File: src/hdl/mbq_pkg.sv
// shared types and constants for the memory bank queue timing model
// no dependencies; used by every module of the block by scoped names
package mbq_pkg;

  // waiting queue geometry
  localparam int QUEUE_DEPTH = 16;
  localparam int PTR_W       = $clog2(QUEUE_DEPTH);
  localparam int CNT_W       = $clog2(QUEUE_DEPTH + 1);

  // field widths
  localparam int ID_W       = 16;
  localparam int SIZE_W     = 16;
  localparam int CFG_W      = 16;
  localparam int BG_W       = 8;
  localparam int LAT_W      = 32;
  localparam int QLEN_W     = 5;
  localparam int CFG_IDX_W  = 2;
  localparam int IN_DATA_W  = ID_W + SIZE_W;
  localparam int OUT_DATA_W = 1 + ID_W + 1 + QLEN_W + 1;
  localparam int ENTRY_W    = ID_W + SIZE_W;

  // divider geometry
  localparam int DIV_N_W   = 32;
  localparam int DIV_D_W   = 16;
  localparam int DIV_CNT_W = $clog2(DIV_N_W);

  // register reset values
  localparam logic [CFG_W-1:0] NOMINAL_RST = 16'd16;
  localparam logic [CFG_W-1:0] COEFF_RST   = 16'd100;
  localparam logic [BG_W-1:0]  BG_RST      = 8'd0;

  // configuration register indexes
  typedef enum logic [CFG_IDX_W-1:0] {
    REG_NOMINAL    = 2'd0,
    REG_COEFF      = 2'd1,
    REG_BACKGROUND = 2'd2
  } cfg_reg_t;

  // operation codes
  localparam logic OP_ARRIVE = 1'b0;
  localparam logic OP_TICK   = 1'b1;

  // controller states
  typedef enum logic [2:0] {
    ST_IDLE,
    ST_EXEC,
    ST_FETCH,
    ST_MUL,
    ST_DIV1,
    ST_DIV2,
    ST_RESULT
  } state_t;

  // commands from controller to datapath
  typedef struct packed {
    logic latch_item;
    logic start_new;
    logic enqueue;
    logic set_ovf;
    logic dec_rem;
    logic finish;
    logic pop;
    logic load_fetch;
    logic mul_start;
    logic div2_start;
    logic set_latency;
    logic load_out;
  } cmd_t;

  // status from datapath to controller
  typedef struct packed {
    logic op;
    logic serving;
    logic rem_le1;
    logic nonempty;
    logic full;
    logic div_done;
    logic out_busy;
  } status_t;

endpackage

File: src/hdl/mbq_div.sv
// iterative restoring divider, one quotient bit per cycle
// depends on mbq_pkg for widths
module mbq_div (
  input  logic                        clk,
  input  logic                        rst,
  input  logic                        start,
  input  logic [mbq_pkg::DIV_N_W-1:0] dividend,
  input  logic [mbq_pkg::DIV_D_W-1:0] divisor,
  output logic                        busy,
  output logic                        done,
  output logic [mbq_pkg::DIV_N_W-1:0] quotient
);

  logic [mbq_pkg::DIV_D_W-1:0]   part_rem;
  logic [mbq_pkg::DIV_D_W-1:0]   dvs;
  logic [mbq_pkg::DIV_N_W-1:0]   shreg;
  logic [mbq_pkg::DIV_CNT_W-1:0] cnt;
  logic [mbq_pkg::DIV_D_W:0]     rem_shift;
  logic [mbq_pkg::DIV_D_W:0]     diff;
  logic                          ge;

  // one trial subtraction per cycle
  always_comb begin
    rem_shift = {part_rem, shreg[mbq_pkg::DIV_N_W-1]};
    ge        = rem_shift >= {1'b0, dvs};
    diff      = rem_shift - {1'b0, dvs};
  end

  // control of the iteration
  always_ff @(posedge clk) begin
    if (rst) begin
      busy <= 1'b0;
      done <= 1'b0;
      cnt  <= '0;
    end else begin
      done <= 1'b0;
      if (start) begin
        busy <= 1'b1;
        cnt  <= '0;
      end else if (busy) begin
        cnt <= cnt + mbq_pkg::DIV_CNT_W'(1);
        if (cnt == mbq_pkg::DIV_CNT_W'(mbq_pkg::DIV_N_W - 1)) begin
          busy <= 1'b0;
          done <= 1'b1;
        end
      end
    end
  end

  // partial remainder and quotient shift register
  always_ff @(posedge clk) begin
    if (start) begin
      part_rem <= '0;
      dvs      <= divisor;
      shreg    <= dividend;
    end else if (busy) begin
      part_rem <= ge ? diff[mbq_pkg::DIV_D_W-1:0] : rem_shift[mbq_pkg::DIV_D_W-1:0];
      shreg    <= {shreg[mbq_pkg::DIV_N_W-2:0], ge};
    end
  end

  assign quotient = shreg;

`ifndef ASSERT_OFF
  a_start_idle: assert property (@(posedge clk) disable iff (rst) start |-> !busy)
    else $error("divider started while busy");
  a_done_idle: assert property (@(posedge clk) disable iff (rst) done |-> !busy)
    else $error("divider done while still iterating");
`endif

endmodule

File: src/hdl/mbq_ctrl.sv
// controller state machine: sequences one item through the datapath
// depends on mbq_pkg for state, command and status types
module mbq_ctrl (
  input  logic             clk,
  input  logic             rst,
  input  logic             s_tvalid,
  output logic             s_tready,
  input  mbq_pkg::status_t stat,
  output mbq_pkg::cmd_t    cmd
);

  mbq_pkg::state_t state, state_next;
  logic            arrival;

  assign arrival = stat.op == mbq_pkg::OP_ARRIVE;

  // state register
  always_ff @(posedge clk) begin
    if (rst) begin
      state <= mbq_pkg::ST_IDLE;
    end else begin
      state <= state_next;
    end
  end

  // next state
  always_comb begin
    state_next = state;
    unique case (state)
      mbq_pkg::ST_IDLE: begin
        if (s_tvalid) state_next = mbq_pkg::ST_EXEC;
      end
      mbq_pkg::ST_EXEC: begin
        if (arrival && !stat.serving) begin
          state_next = mbq_pkg::ST_MUL;
        end else if (!arrival && stat.serving && stat.rem_le1 && stat.nonempty) begin
          state_next = mbq_pkg::ST_FETCH;
        end else begin
          state_next = mbq_pkg::ST_RESULT;
        end
      end
      mbq_pkg::ST_FETCH: state_next = mbq_pkg::ST_MUL;
      mbq_pkg::ST_MUL:   state_next = mbq_pkg::ST_DIV1;
      mbq_pkg::ST_DIV1: begin
        if (stat.div_done) state_next = mbq_pkg::ST_DIV2;
      end
      mbq_pkg::ST_DIV2: begin
        if (stat.div_done) state_next = mbq_pkg::ST_RESULT;
      end
      mbq_pkg::ST_RESULT: begin
        if (!stat.out_busy) state_next = mbq_pkg::ST_IDLE;
      end
      default: state_next = mbq_pkg::ST_IDLE;
    endcase
  end

  // command outputs
  always_comb begin
    cmd      = '0;
    s_tready = 1'b0;
    unique case (state)
      mbq_pkg::ST_IDLE: begin
        s_tready       = 1'b1;
        cmd.latch_item = s_tvalid;
      end
      mbq_pkg::ST_EXEC: begin
        cmd.start_new = arrival && !stat.serving;
        cmd.enqueue   = arrival && stat.serving && !stat.full;
        cmd.set_ovf   = arrival && stat.serving && stat.full;
        cmd.dec_rem   = !arrival && stat.serving && !stat.rem_le1;
        cmd.finish    = !arrival && stat.serving && stat.rem_le1;
        cmd.pop       = !arrival && stat.serving && stat.rem_le1 && stat.nonempty;
      end
      mbq_pkg::ST_FETCH:  cmd.load_fetch  = 1'b1;
      mbq_pkg::ST_MUL:    cmd.mul_start   = 1'b1;
      mbq_pkg::ST_DIV1:   cmd.div2_start  = stat.div_done;
      mbq_pkg::ST_DIV2:   cmd.set_latency = stat.div_done;
      mbq_pkg::ST_RESULT: cmd.load_out    = !stat.out_busy;
      default: cmd = '0;
    endcase
  end

endmodule

File: src/hdl/mbq_datapath.sv
// datapath: configuration registers, bank state, waiting queue memory,
// multiplier, shared divider and output register; depends on mbq_pkg, mbq_div
module mbq_datapath (
  input  logic                           clk,
  input  logic                           rst,
  // configuration writes
  input  logic                           cfg_valid,
  input  logic [mbq_pkg::CFG_IDX_W-1:0]  cfg_index,
  input  logic [mbq_pkg::CFG_W-1:0]      cfg_data,
  // input item payload
  input  logic                           s_tuser,
  input  logic [mbq_pkg::IN_DATA_W-1:0]  s_tdata,
  // result channel
  input  logic                           m_tready,
  output logic                           m_tvalid,
  output logic [mbq_pkg::OUT_DATA_W-1:0] m_tdata,
  // controller link
  input  mbq_pkg::cmd_t                  cmd,
  output mbq_pkg::status_t               stat
);

  // configuration
  logic [mbq_pkg::CFG_W-1:0] nominal_bw;
  logic [mbq_pkg::CFG_W-1:0] coeff;
  logic [mbq_pkg::BG_W-1:0]  background;

  // latched item
  logic                       item_op;
  logic [mbq_pkg::ID_W-1:0]   item_id;
  logic [mbq_pkg::SIZE_W-1:0] item_size;

  // bank state
  logic                       serving;
  logic [mbq_pkg::LAT_W-1:0]  remaining;
  logic [mbq_pkg::ID_W-1:0]   current_id;
  logic [mbq_pkg::SIZE_W-1:0] svc_size;
  logic [mbq_pkg::CNT_W-1:0]  count;
  logic [mbq_pkg::PTR_W-1:0]  head;
  logic                       done_flag;
  logic [mbq_pkg::ID_W-1:0]   done_id;
  logic                       ovf_flag;

  // waiting queue
  logic [mbq_pkg::ENTRY_W-1:0] queue_mem [mbq_pkg::QUEUE_DEPTH];
  logic [mbq_pkg::ENTRY_W-1:0] rd_entry;
  logic [mbq_pkg::PTR_W:0]     tail_sum;
  logic [mbq_pkg::PTR_W-1:0]   tail;
  logic [mbq_pkg::PTR_W-1:0]   head_next;
  logic                        full;

  // latency arithmetic
  logic [mbq_pkg::DIV_N_W-1:0] product;
  logic [mbq_pkg::DIV_D_W-1:0] total;
  logic [mbq_pkg::DIV_D_W-1:0] bw_fixed;
  logic [mbq_pkg::DIV_N_W-1:0] div_q;
  logic                        div_start;
  logic                        div_busy;
  logic                        div_done;
  logic [mbq_pkg::DIV_N_W-1:0] div_dividend;
  logic [mbq_pkg::DIV_D_W-1:0] div_divisor;

  // configuration register writes, unknown index ignored
  always_ff @(posedge clk) begin
    if (rst) begin
      nominal_bw <= mbq_pkg::NOMINAL_RST;
      coeff      <= mbq_pkg::COEFF_RST;
      background <= mbq_pkg::BG_RST;
    end else if (cfg_valid) begin
      unique case (mbq_pkg::cfg_reg_t'(cfg_index))
        mbq_pkg::REG_NOMINAL:    nominal_bw <= cfg_data;
        mbq_pkg::REG_COEFF:      coeff      <= cfg_data;
        mbq_pkg::REG_BACKGROUND: background <= cfg_data[mbq_pkg::BG_W-1:0];
        default: ;
      endcase
    end
  end

  // item capture
  always_ff @(posedge clk) begin
    if (cmd.latch_item) begin
      item_op   <= s_tuser;
      item_id   <= s_tdata[mbq_pkg::ID_W-1:0];
      item_size <= s_tdata[mbq_pkg::IN_DATA_W-1:mbq_pkg::ID_W];
    end
  end

  // queue addressing with wrap
  always_comb begin
    tail_sum = {1'b0, head} + (mbq_pkg::PTR_W+1)'(count);
    if (tail_sum >= (mbq_pkg::PTR_W+1)'(mbq_pkg::QUEUE_DEPTH)) begin
      tail = mbq_pkg::PTR_W'(tail_sum - (mbq_pkg::PTR_W+1)'(mbq_pkg::QUEUE_DEPTH));
    end else begin
      tail = mbq_pkg::PTR_W'(tail_sum);
    end
    head_next = (head == mbq_pkg::PTR_W'(mbq_pkg::QUEUE_DEPTH - 1)) ?
                '0 : head + mbq_pkg::PTR_W'(1);
    full = count == mbq_pkg::CNT_W'(mbq_pkg::QUEUE_DEPTH);
  end

  // queue memory, registered read at the head
  always_ff @(posedge clk) begin
    if (cmd.enqueue) begin
      queue_mem[tail] <= {item_size, item_id};
    end
    if (cmd.pop) begin
      rd_entry <= queue_mem[head];
    end
  end

  // bank control state
  always_ff @(posedge clk) begin
    if (rst) begin
      serving    <= 1'b0;
      remaining  <= '0;
      current_id <= '0;
      count      <= '0;
      head       <= '0;
      done_flag  <= 1'b0;
      done_id    <= '0;
      ovf_flag   <= 1'b0;
    end else begin
      if (cmd.latch_item) begin
        done_flag <= 1'b0;
        done_id   <= '0;
        ovf_flag  <= 1'b0;
      end
      if (cmd.start_new) begin
        current_id <= item_id;
      end
      if (cmd.load_fetch) begin
        current_id <= rd_entry[mbq_pkg::ID_W-1:0];
      end
      if (cmd.enqueue) begin
        count <= count + mbq_pkg::CNT_W'(1);
      end
      if (cmd.set_ovf) begin
        ovf_flag <= 1'b1;
      end
      if (cmd.dec_rem) begin
        remaining <= remaining - mbq_pkg::LAT_W'(1);
      end
      if (cmd.finish) begin
        remaining <= '0;
        serving   <= 1'b0;
        done_flag <= 1'b1;
        done_id   <= current_id;
      end
      if (cmd.pop) begin
        head  <= head_next;
        count <= count - mbq_pkg::CNT_W'(1);
      end
      // latency of at least one tick
      if (cmd.set_latency) begin
        serving   <= 1'b1;
        remaining <= (div_q == '0) ? mbq_pkg::LAT_W'(1) : div_q;
      end
    end
  end

  // size of the request entering service
  always_ff @(posedge clk) begin
    if (cmd.start_new) begin
      svc_size <= item_size;
    end else if (cmd.load_fetch) begin
      svc_size <= rd_entry[mbq_pkg::ENTRY_W-1:mbq_pkg::ID_W];
    end
  end

  // size times coefficient, registered
  always_ff @(posedge clk) begin
    if (cmd.mul_start) begin
      product <= mbq_pkg::DIV_N_W'(svc_size * coeff);
    end
  end

  // total intensity and corrected bandwidth
  always_comb begin
    total = mbq_pkg::DIV_D_W'(background) + mbq_pkg::DIV_D_W'(count)
          + mbq_pkg::DIV_D_W'(1);
    bw_fixed = (div_q[mbq_pkg::DIV_D_W-1:0] == '0) ?
               mbq_pkg::DIV_D_W'(1) : div_q[mbq_pkg::DIV_D_W-1:0];
  end

  // divider operand select: first pass bandwidth, second pass latency
  always_comb begin
    div_start = cmd.mul_start || cmd.div2_start;
    if (cmd.mul_start) begin
      div_dividend = mbq_pkg::DIV_N_W'(nominal_bw);
      div_divisor  = total;
    end else begin
      div_dividend = product;
      div_divisor  = bw_fixed;
    end
  end

  mbq_div u_div (
    .clk      (clk),
    .rst      (rst),
    .start    (div_start),
    .dividend (div_dividend),
    .divisor  (div_divisor),
    .busy     (div_busy),
    .done     (div_done),
    .quotient (div_q)
  );

  // result register
  always_ff @(posedge clk) begin
    if (rst) begin
      m_tvalid <= 1'b0;
    end else if (cmd.load_out) begin
      m_tvalid <= 1'b1;
    end else if (m_tready) begin
      m_tvalid <= 1'b0;
    end
  end

  always_ff @(posedge clk) begin
    if (cmd.load_out) begin
      m_tdata <= {ovf_flag, mbq_pkg::QLEN_W'(count), serving, done_id, done_flag};
    end
  end

  // status toward the controller
  always_comb begin
    stat.op       = item_op;
    stat.serving  = serving;
    stat.rem_le1  = remaining <= mbq_pkg::LAT_W'(1);
    stat.nonempty = count != '0;
    stat.full     = full;
    stat.div_done = div_done;
    stat.out_busy = m_tvalid && !m_tready;
  end

`ifndef ASSERT_OFF
  a_count_bound: assert property (@(posedge clk) disable iff (rst)
    count <= mbq_pkg::CNT_W'(mbq_pkg::QUEUE_DEPTH))
    else $error("queue count beyond depth");
  a_serving_time: assert property (@(posedge clk) disable iff (rst)
    serving |-> remaining != '0)
    else $error("serving with no remaining time");
  a_enqueue_room: assert property (@(posedge clk) disable iff (rst)
    cmd.enqueue |-> !full)
    else $error("enqueue into a full queue");
  a_div_quiet: assert property (@(posedge clk) disable iff (rst)
    cmd.set_latency |-> !div_busy)
    else $error("latency taken while divider busy");
`endif

endmodule

File: src/hdl/memory_bank_queue_timing_model_core.sv
// top level of the memory bank queue timing model
// depends on mbq_pkg, mbq_ctrl, mbq_datapath (which holds mbq_div)
//
// usage:
//   s_* carries one item per request: s_tuser is the operation (0 = request
//   arrives, 1 = one nanosecond tick), s_tdata the request id and size.
//   m_* returns exactly one result per item. cfg_* writes nominal bandwidth
//   (0), correction coefficient (1) and background intensity (2); other
//   indexes are ignored. cfg_ready is always high; write only while idle.
// sequencing:
//   an item that starts no service goes from EXEC straight to RESULT. An item that
//   starts service (arrival at an idle bank, or a tick that finishes a request while
//   others wait) passes FETCH when it pulls a waiting request, then MUL and two
//   passes through the shared bit-serial divider, bandwidth and then latency.
//   One item is in work at a time; the next is taken while the previous
//   result waits in the output register.
// reset: rst clears bank state, queue count and pointer, and loads register
//   defaults (16, 100, 0). No clearing pass is needed.
// stall: while m_tready is low the result holds; the block finishes the next
//   item and then waits before loading its result.
module memory_bank_queue_timing_model_core (
  input  logic                           clk,
  input  logic                           rst,
  // request channel
  input  logic                           s_tvalid,
  output logic                           s_tready,
  input  logic [mbq_pkg::IN_DATA_W-1:0]  s_tdata,   // request_id[15:0], size_bytes[31:16]
  input  logic                           s_tuser,   // operation
  // result channel
  output logic                           m_tvalid,
  input  logic                           m_tready,
  output logic [mbq_pkg::OUT_DATA_W-1:0] m_tdata,   // done_res[0], done_id[16:1],
                                                    // busy_res[17], queue_length[22:18],
                                                    // overflow[23]
  // configuration channel
  input  logic                           cfg_valid,
  output logic                           cfg_ready,
  input  logic [mbq_pkg::CFG_IDX_W-1:0]  cfg_index,
  input  logic [mbq_pkg::CFG_W-1:0]      cfg_data
);

  mbq_pkg::cmd_t    cmd;
  mbq_pkg::status_t stat;

  // register writes always taken
  assign cfg_ready = 1'b1;

  mbq_ctrl u_ctrl (
    .clk      (clk),
    .rst      (rst),
    .s_tvalid (s_tvalid),
    .s_tready (s_tready),
    .stat     (stat),
    .cmd      (cmd)
  );

  mbq_datapath u_datapath (
    .clk       (clk),
    .rst       (rst),
    .cfg_valid (cfg_valid),
    .cfg_index (cfg_index),
    .cfg_data  (cfg_data),
    .s_tuser   (s_tuser),
    .s_tdata   (s_tdata),
    .m_tready  (m_tready),
    .m_tvalid  (m_tvalid),
    .m_tdata   (m_tdata),
    .cmd       (cmd),
    .stat      (stat)
  );

endmodule

File: config.mk
export PLATFORM = sky130hd
export DESIGN_NAME = memory_bank_queue_timing_model_core
export DESIGN_NICKNAME = d
export VERILOG_FILES = /design/src/hdl/mbq_pkg.sv /design/src/hdl/mbq_div.sv /design/src/hdl/mbq_ctrl.sv /design/src/hdl/mbq_datapath.sv /design/src/hdl/memory_bank_queue_timing_model_core.sv
export SDC_FILE = /design/constraint.sdc
export NUM_CORES = 2
export LEC_CHECK = 0
export ABC_AREA = 0
export BUFFER_PORTS_ARGS = -buffer_cell sky130_fd_sc_hd__buf_2
export CAP_MARGIN = 20
export CORE_MARGIN = 1
export CORE_UTILIZATION = 57
export CTS_BUF_LIST = sky130_fd_sc_hd__clkbuf_16
export DETAILED_ROUTE_END_ITERATION = 12
export HOLD_SLACK_MARGIN = 0.15
export PLACE_DENSITY = 0.82
export SLEW_MARGIN = 15
export SYNTH_ARGS = -nofsm -noshare
export SYNTH_HDL_FRONTEND = slang
export SYNTH_SLANG_ARGS = --single-unit
File: constraint.sdc
create_clock -name clk -period 5.7 [get_ports clk]
set_input_delay 1.71 -clock clk [delete_from_list [all_inputs] [get_ports clk]]
set_output_delay 1.71 -clock clk [all_outputs]
set_load 0.03 [all_outputs]
==> key figures <==
Die
  – Starting Density: 0.5753
  – IO Count: 83
  – Row Count: 99
  – DIE AREA: 74720 sq um
  – Die W: 273.4 um
  – Die Ht: 273.4 um
  – Core area: 72960 sq um

GRT
  – Tot GR Track Use: 0.2752
  – Vias in the first global route: 27035
  – Initial antenna violation count: 0
  – GRT overflow: 0
  – Pin count of the biggest net entering global routing: 68
  – First-pass GRT wire length: 155.0 mm

Route
  – DRC Markers: 0
  – DR pass1 iterations: 6
  – Drt via density: 6.118
  – Drt wl/cell: 23.75 um
  – Initial detailed-routing violation count: 2833
  – Via count: 26264
  – Post-route ant nets: 0
  – Final wirelength: 101.9 mm

Outcome
  – Failing checks: setup timing
  – Status: finished with violations

Timing
  – Worst-Margin Slew: 1.157 ns
  – Slew margin rel.: 0.2284
  – Fmax: 0.1700 GHz
  – # setup viols final: 6
  – Fin worst setup slack: -0.1833 ns
  – Max Slew Vio Count: 0
  – Setup Skew: 0.04072 ns
  – Final period util: 1.032
  – Final Hold Violating Endpoints: 0
  – Min Hold Slack: 0.4349 ns
  – RSZ-0062 raised after global routing: yes
  – Min Tclk post-route: 5.883 ns

Min path
  – Worst Hold End: u_datapath.m_tdata[14]
  – Min-delay src: u_datapath.done_id[13]
  – Hold path depth: 0
  – Hold crit path type: flip-flop to flip-flop

Placed design
  – GPL Wtd Cong: 0.9022
  – IO Port Bufs: 81
  – Final HPWL DP: 60.91 mm

Cells and area
  – Share of post-route cells with drive strength above 1: 0.2055
  – FILL cells: 4901
  – Commonest non-fill, non-tap cell in the layout: edfxtp_1
  – Area grow syn2layout: 14.00%
  – Most frequent cells in the layout: edfxtp_1 (697), nand2_1 (353), inv_1 (269)
  – Nets: 3655

Power and ir drop
  – Switching share of power: 0.3336
  – Power per cell area: 433.0 nW/um^2
  – Leak Pwr: 0.01795 uW
  – VDD IR max: 0.0006644 V
  – Pint: 13810 uW
  – Net Switching: 6911 uW
  – Clock power share: 0.269
  – Total Power Consumption: 20720 uW
  – Sequential power share: 0.368
  – Gate power share: 0.362

Worst setup path
  – Flop2flop setup slack: -0.18 ns
  – Nature of the critical path endpoint: flip-flop
  – Most frequent CP cell: fa_1
  – Crit path max fanout: 6
  – Worst path cell trace: buf_6 -> buf_4 -> nand2_1 -> fa_1 -> inv_1 -> fa_1 -> fa_1 -> fa_1 -> fa_1 -> inv_2 -> fa_1 -> inv_2 -> ha_4 -> a21o_1 -> o21bai_1 -> a41o_1 -> o211ai_1 -> a41oi_2 -> a21o_1 -> a21oi_2 -> xnor2_1
  – RR Startpoint: u_datapath.svc_size[8]
  – Critical Path Start Type: flip-flop
  – WP data arrival: 6.29 ns
  – Critical path class: flip-flop to flip-flop
  – FF-to-FF End: u_datapath.product[31]
  – Reg2Reg Depth: 21
  – Critical path buffers and inverters: 5
  – Largest stage delay on the critical path: 0.56 ns
  – Critical path required time: 6.11 ns
  – Slowest CP cell: fa_1
  – CP delay by family, top: adder cells

Synth
  – Synth Net Count: 3462
  – Register area share after synthesis: 0.5669
  – EDFF count, synth: 697
  – Synthesis-stage register bit count: 840
  – Mapped Cells: 3071
  – Yosys cell types: 70
  – Cell Area, Synth: 41970 sq um
  – Synth warnings: 0
  – Syn Area/Cell: 13.67 sq um
  – Async set-reset flop share out of synthesis: 0
  – Synth Flop Type: edfxtp_1

Run
  – Max Cap Viol: 0

Clock network
  – CTS Buf Count: 85
  – Clk sink count: 840
  – H-tree Lvls: 3
  – Clock Root Buffer: clkbuf_16
  – Longest Clk Path Bufs: 3
  – CTS tree: built
  – Post-CTS Hold Buffers: 0
  – Clock Pin Slew Worst Setup and Hold Paths: 0.06 ns
  – Clk Latency, worst-skew pair: 0.68 ns
==> cells in the mapped netlist (4+ instances only) <==
master	number	area (sq um)
a211oi_1	35	262.8
a21o_1	21	157.7
a21oi_1	146	730.7
a221oi_1	12	105.1
a22oi_1	10	75.07
a31oi_1	21	131.4
a41oi_1	5	43.79
and2_1	134	838.3
and3_1	16	100.1
buf_1	17	63.81
clkbuf_1	131	491.7
dfxtp_1	143	2863
edfxtp_1	697	20930
fa_1	198	3964
ha_1	137	1714
inv_1	261	979.7
mux2_2	17	191.4
mux2i_1	35	350.3
mux4_2	160	3603
nand2_1	356	1336
nand2b_1	10	62.56
nand3_1	43	215.2
nand3b_1	9	67.56
nand4_1	9	56.30
nor2_1	156	585.6
nor2b_1	11	68.82
nor3_1	44	220.2
nor4_1	13	81.33
o211ai_1	7	52.55
o21a_1	4	30.03
o21ai_0	59	295.3
o21bai_1	7	52.55
or2_2	6	37.54
or3_1	9	56.30
or4_1	5	37.54
xnor2_1	44	385.4
xor2_1	30	262.8
==> area by class of cell <==
type / instances / area [sq um] / area share
sequential: 840 / 23820 / 0.4978
multi-input combinational: 1816 / 17170 / 0.3588
clock buffer: 88 / 2202 / 0.04602
timing repair buffer: 258 / 1884 / 0.03938
tap: 959 / 1200 / 0.02508
inverter: 263 / 989.7 / 0.02068
clock inverter: 68 / 583.1 / 0.01219
antenna: 1 / 2.502 / 0.00005230
==> state kept, by name, indices dropped and copies added (netlist names), 8 cells and up <==
signal                     count
u_datapath.svc_size           16
u_datapath.rd_entry           32
u_datapath.nominal_bw         16
u_datapath.done_id            16
u_datapath.u_div.part_rem     16
u_datapath.coeff              16
u_datapath.m_tdata            24
u_datapath.background          8
u_datapath.item_id            16
u_datapath.item_size          16
u_datapath.product            32
u_datapath.u_div.quotient     32
u_datapath.remaining          32
u_datapath.u_div.dvs          16
u_datapath.current_id         16
u_datapath.queue_mem         512
==> stage by stage <==
step                      setup TNS (ns)  area (sq um)    util  instances  setup slack [ns]
final                            -0.4486         47850  0.6558       4293           -0.1833
after global routing              -2.532         47840  0.6558       4292           -0.3909
after CTS                        -0.1222         47310  0.6485       4276           -0.1222
after detailed placement          -1.725         44390  0.6084       4114           -0.2777
after global placement           -0.6520         44390  0.6084       4114           -0.1445
after floorplan                        0         42030       -       3071         0.0009770
==> worst register-to-register path: cells and delay by family, from the launching register on <==
| kind | cells | cell delay [ns] |
|---|---|---|
| compound gates | 7 | 1.41 |
| xor+xnor | 1 | 0.07 |
| fa+ha+maj | 7 | 3.32 |
| buf+inv | 5 | 0.42 |
| flops | 1 | 0.35 |
| simple gates | 1 | 0.07 |
==> worst max-delay path by stage <==
stage          slack, ns               startpoint  depth (start not counted)                     end
2_1_floorplan      0.001  u_datapath.svc_size[14]                         21  u_datapath.product[31]
3_3_place_gp       -0.14   u_datapath.svc_size[7]                         18  u_datapath.product[30]
3_5_place_dp       -0.28   u_datapath.svc_size[7]                         18  u_datapath.product[30]
4_1_cts            -0.12   u_datapath.svc_size[5]                         20  u_datapath.product[31]
5_1_grt            -0.39   u_datapath.svc_size[8]                         21  u_datapath.product[31]
6_report           -0.18   u_datapath.svc_size[8]                         21  u_datapath.product[31]
==> power groups by stage <==
| stage | Clock, uW | Combinational, uW | Sequential [uW] |
|---|---|---|---|
| 3_3_place_gp | 0 | 6140 | 7730 |
| 3_5_place_dp | 0 | 6270 | 7750 |
| 6_report | 5580 | 7510 | 7630 |
| 4_1_cts | 5630 | 6460 | 7620 |
| 5_1_grt | 5860 | 8290 | 7660 |
| 2_1_floorplan | 0 | 4150 | 7590 |
==> per-layer routing <==
metal  vias up  routed length, um  global-route usage
met4         0               3533              0.1172
met3       268               7959             0.04342
li1      11409                  -                   -
met2      1385              51710              0.4669
met1     13202              38740              0.3529
met5         -                  0                   0
==> repair_timing <==
item | in CTS | in global routing
resized for setup | 33 | 88
gates cloned | 0 | 0
pin swaps | 8 | 40
setup buffers | 7 | 13
setup endpoints to repair | 11 | 15
==> logic make-up (layout without fill, tap and decap cells) <==
logic type,after synthesis,in the layout,share of synthesized area
xor+xnor,74,74,0.01544
flops,840,840,0.5669
compound gates,355,355,0.05205
fa+ha+maj,335,335,0.1353
simple gates,839,839,0.09393
other cells,1,2,0.00008935
buf+inv,415,677,0.03756
mux,212,212,0.09876
(Power assumes the default switching activity.)
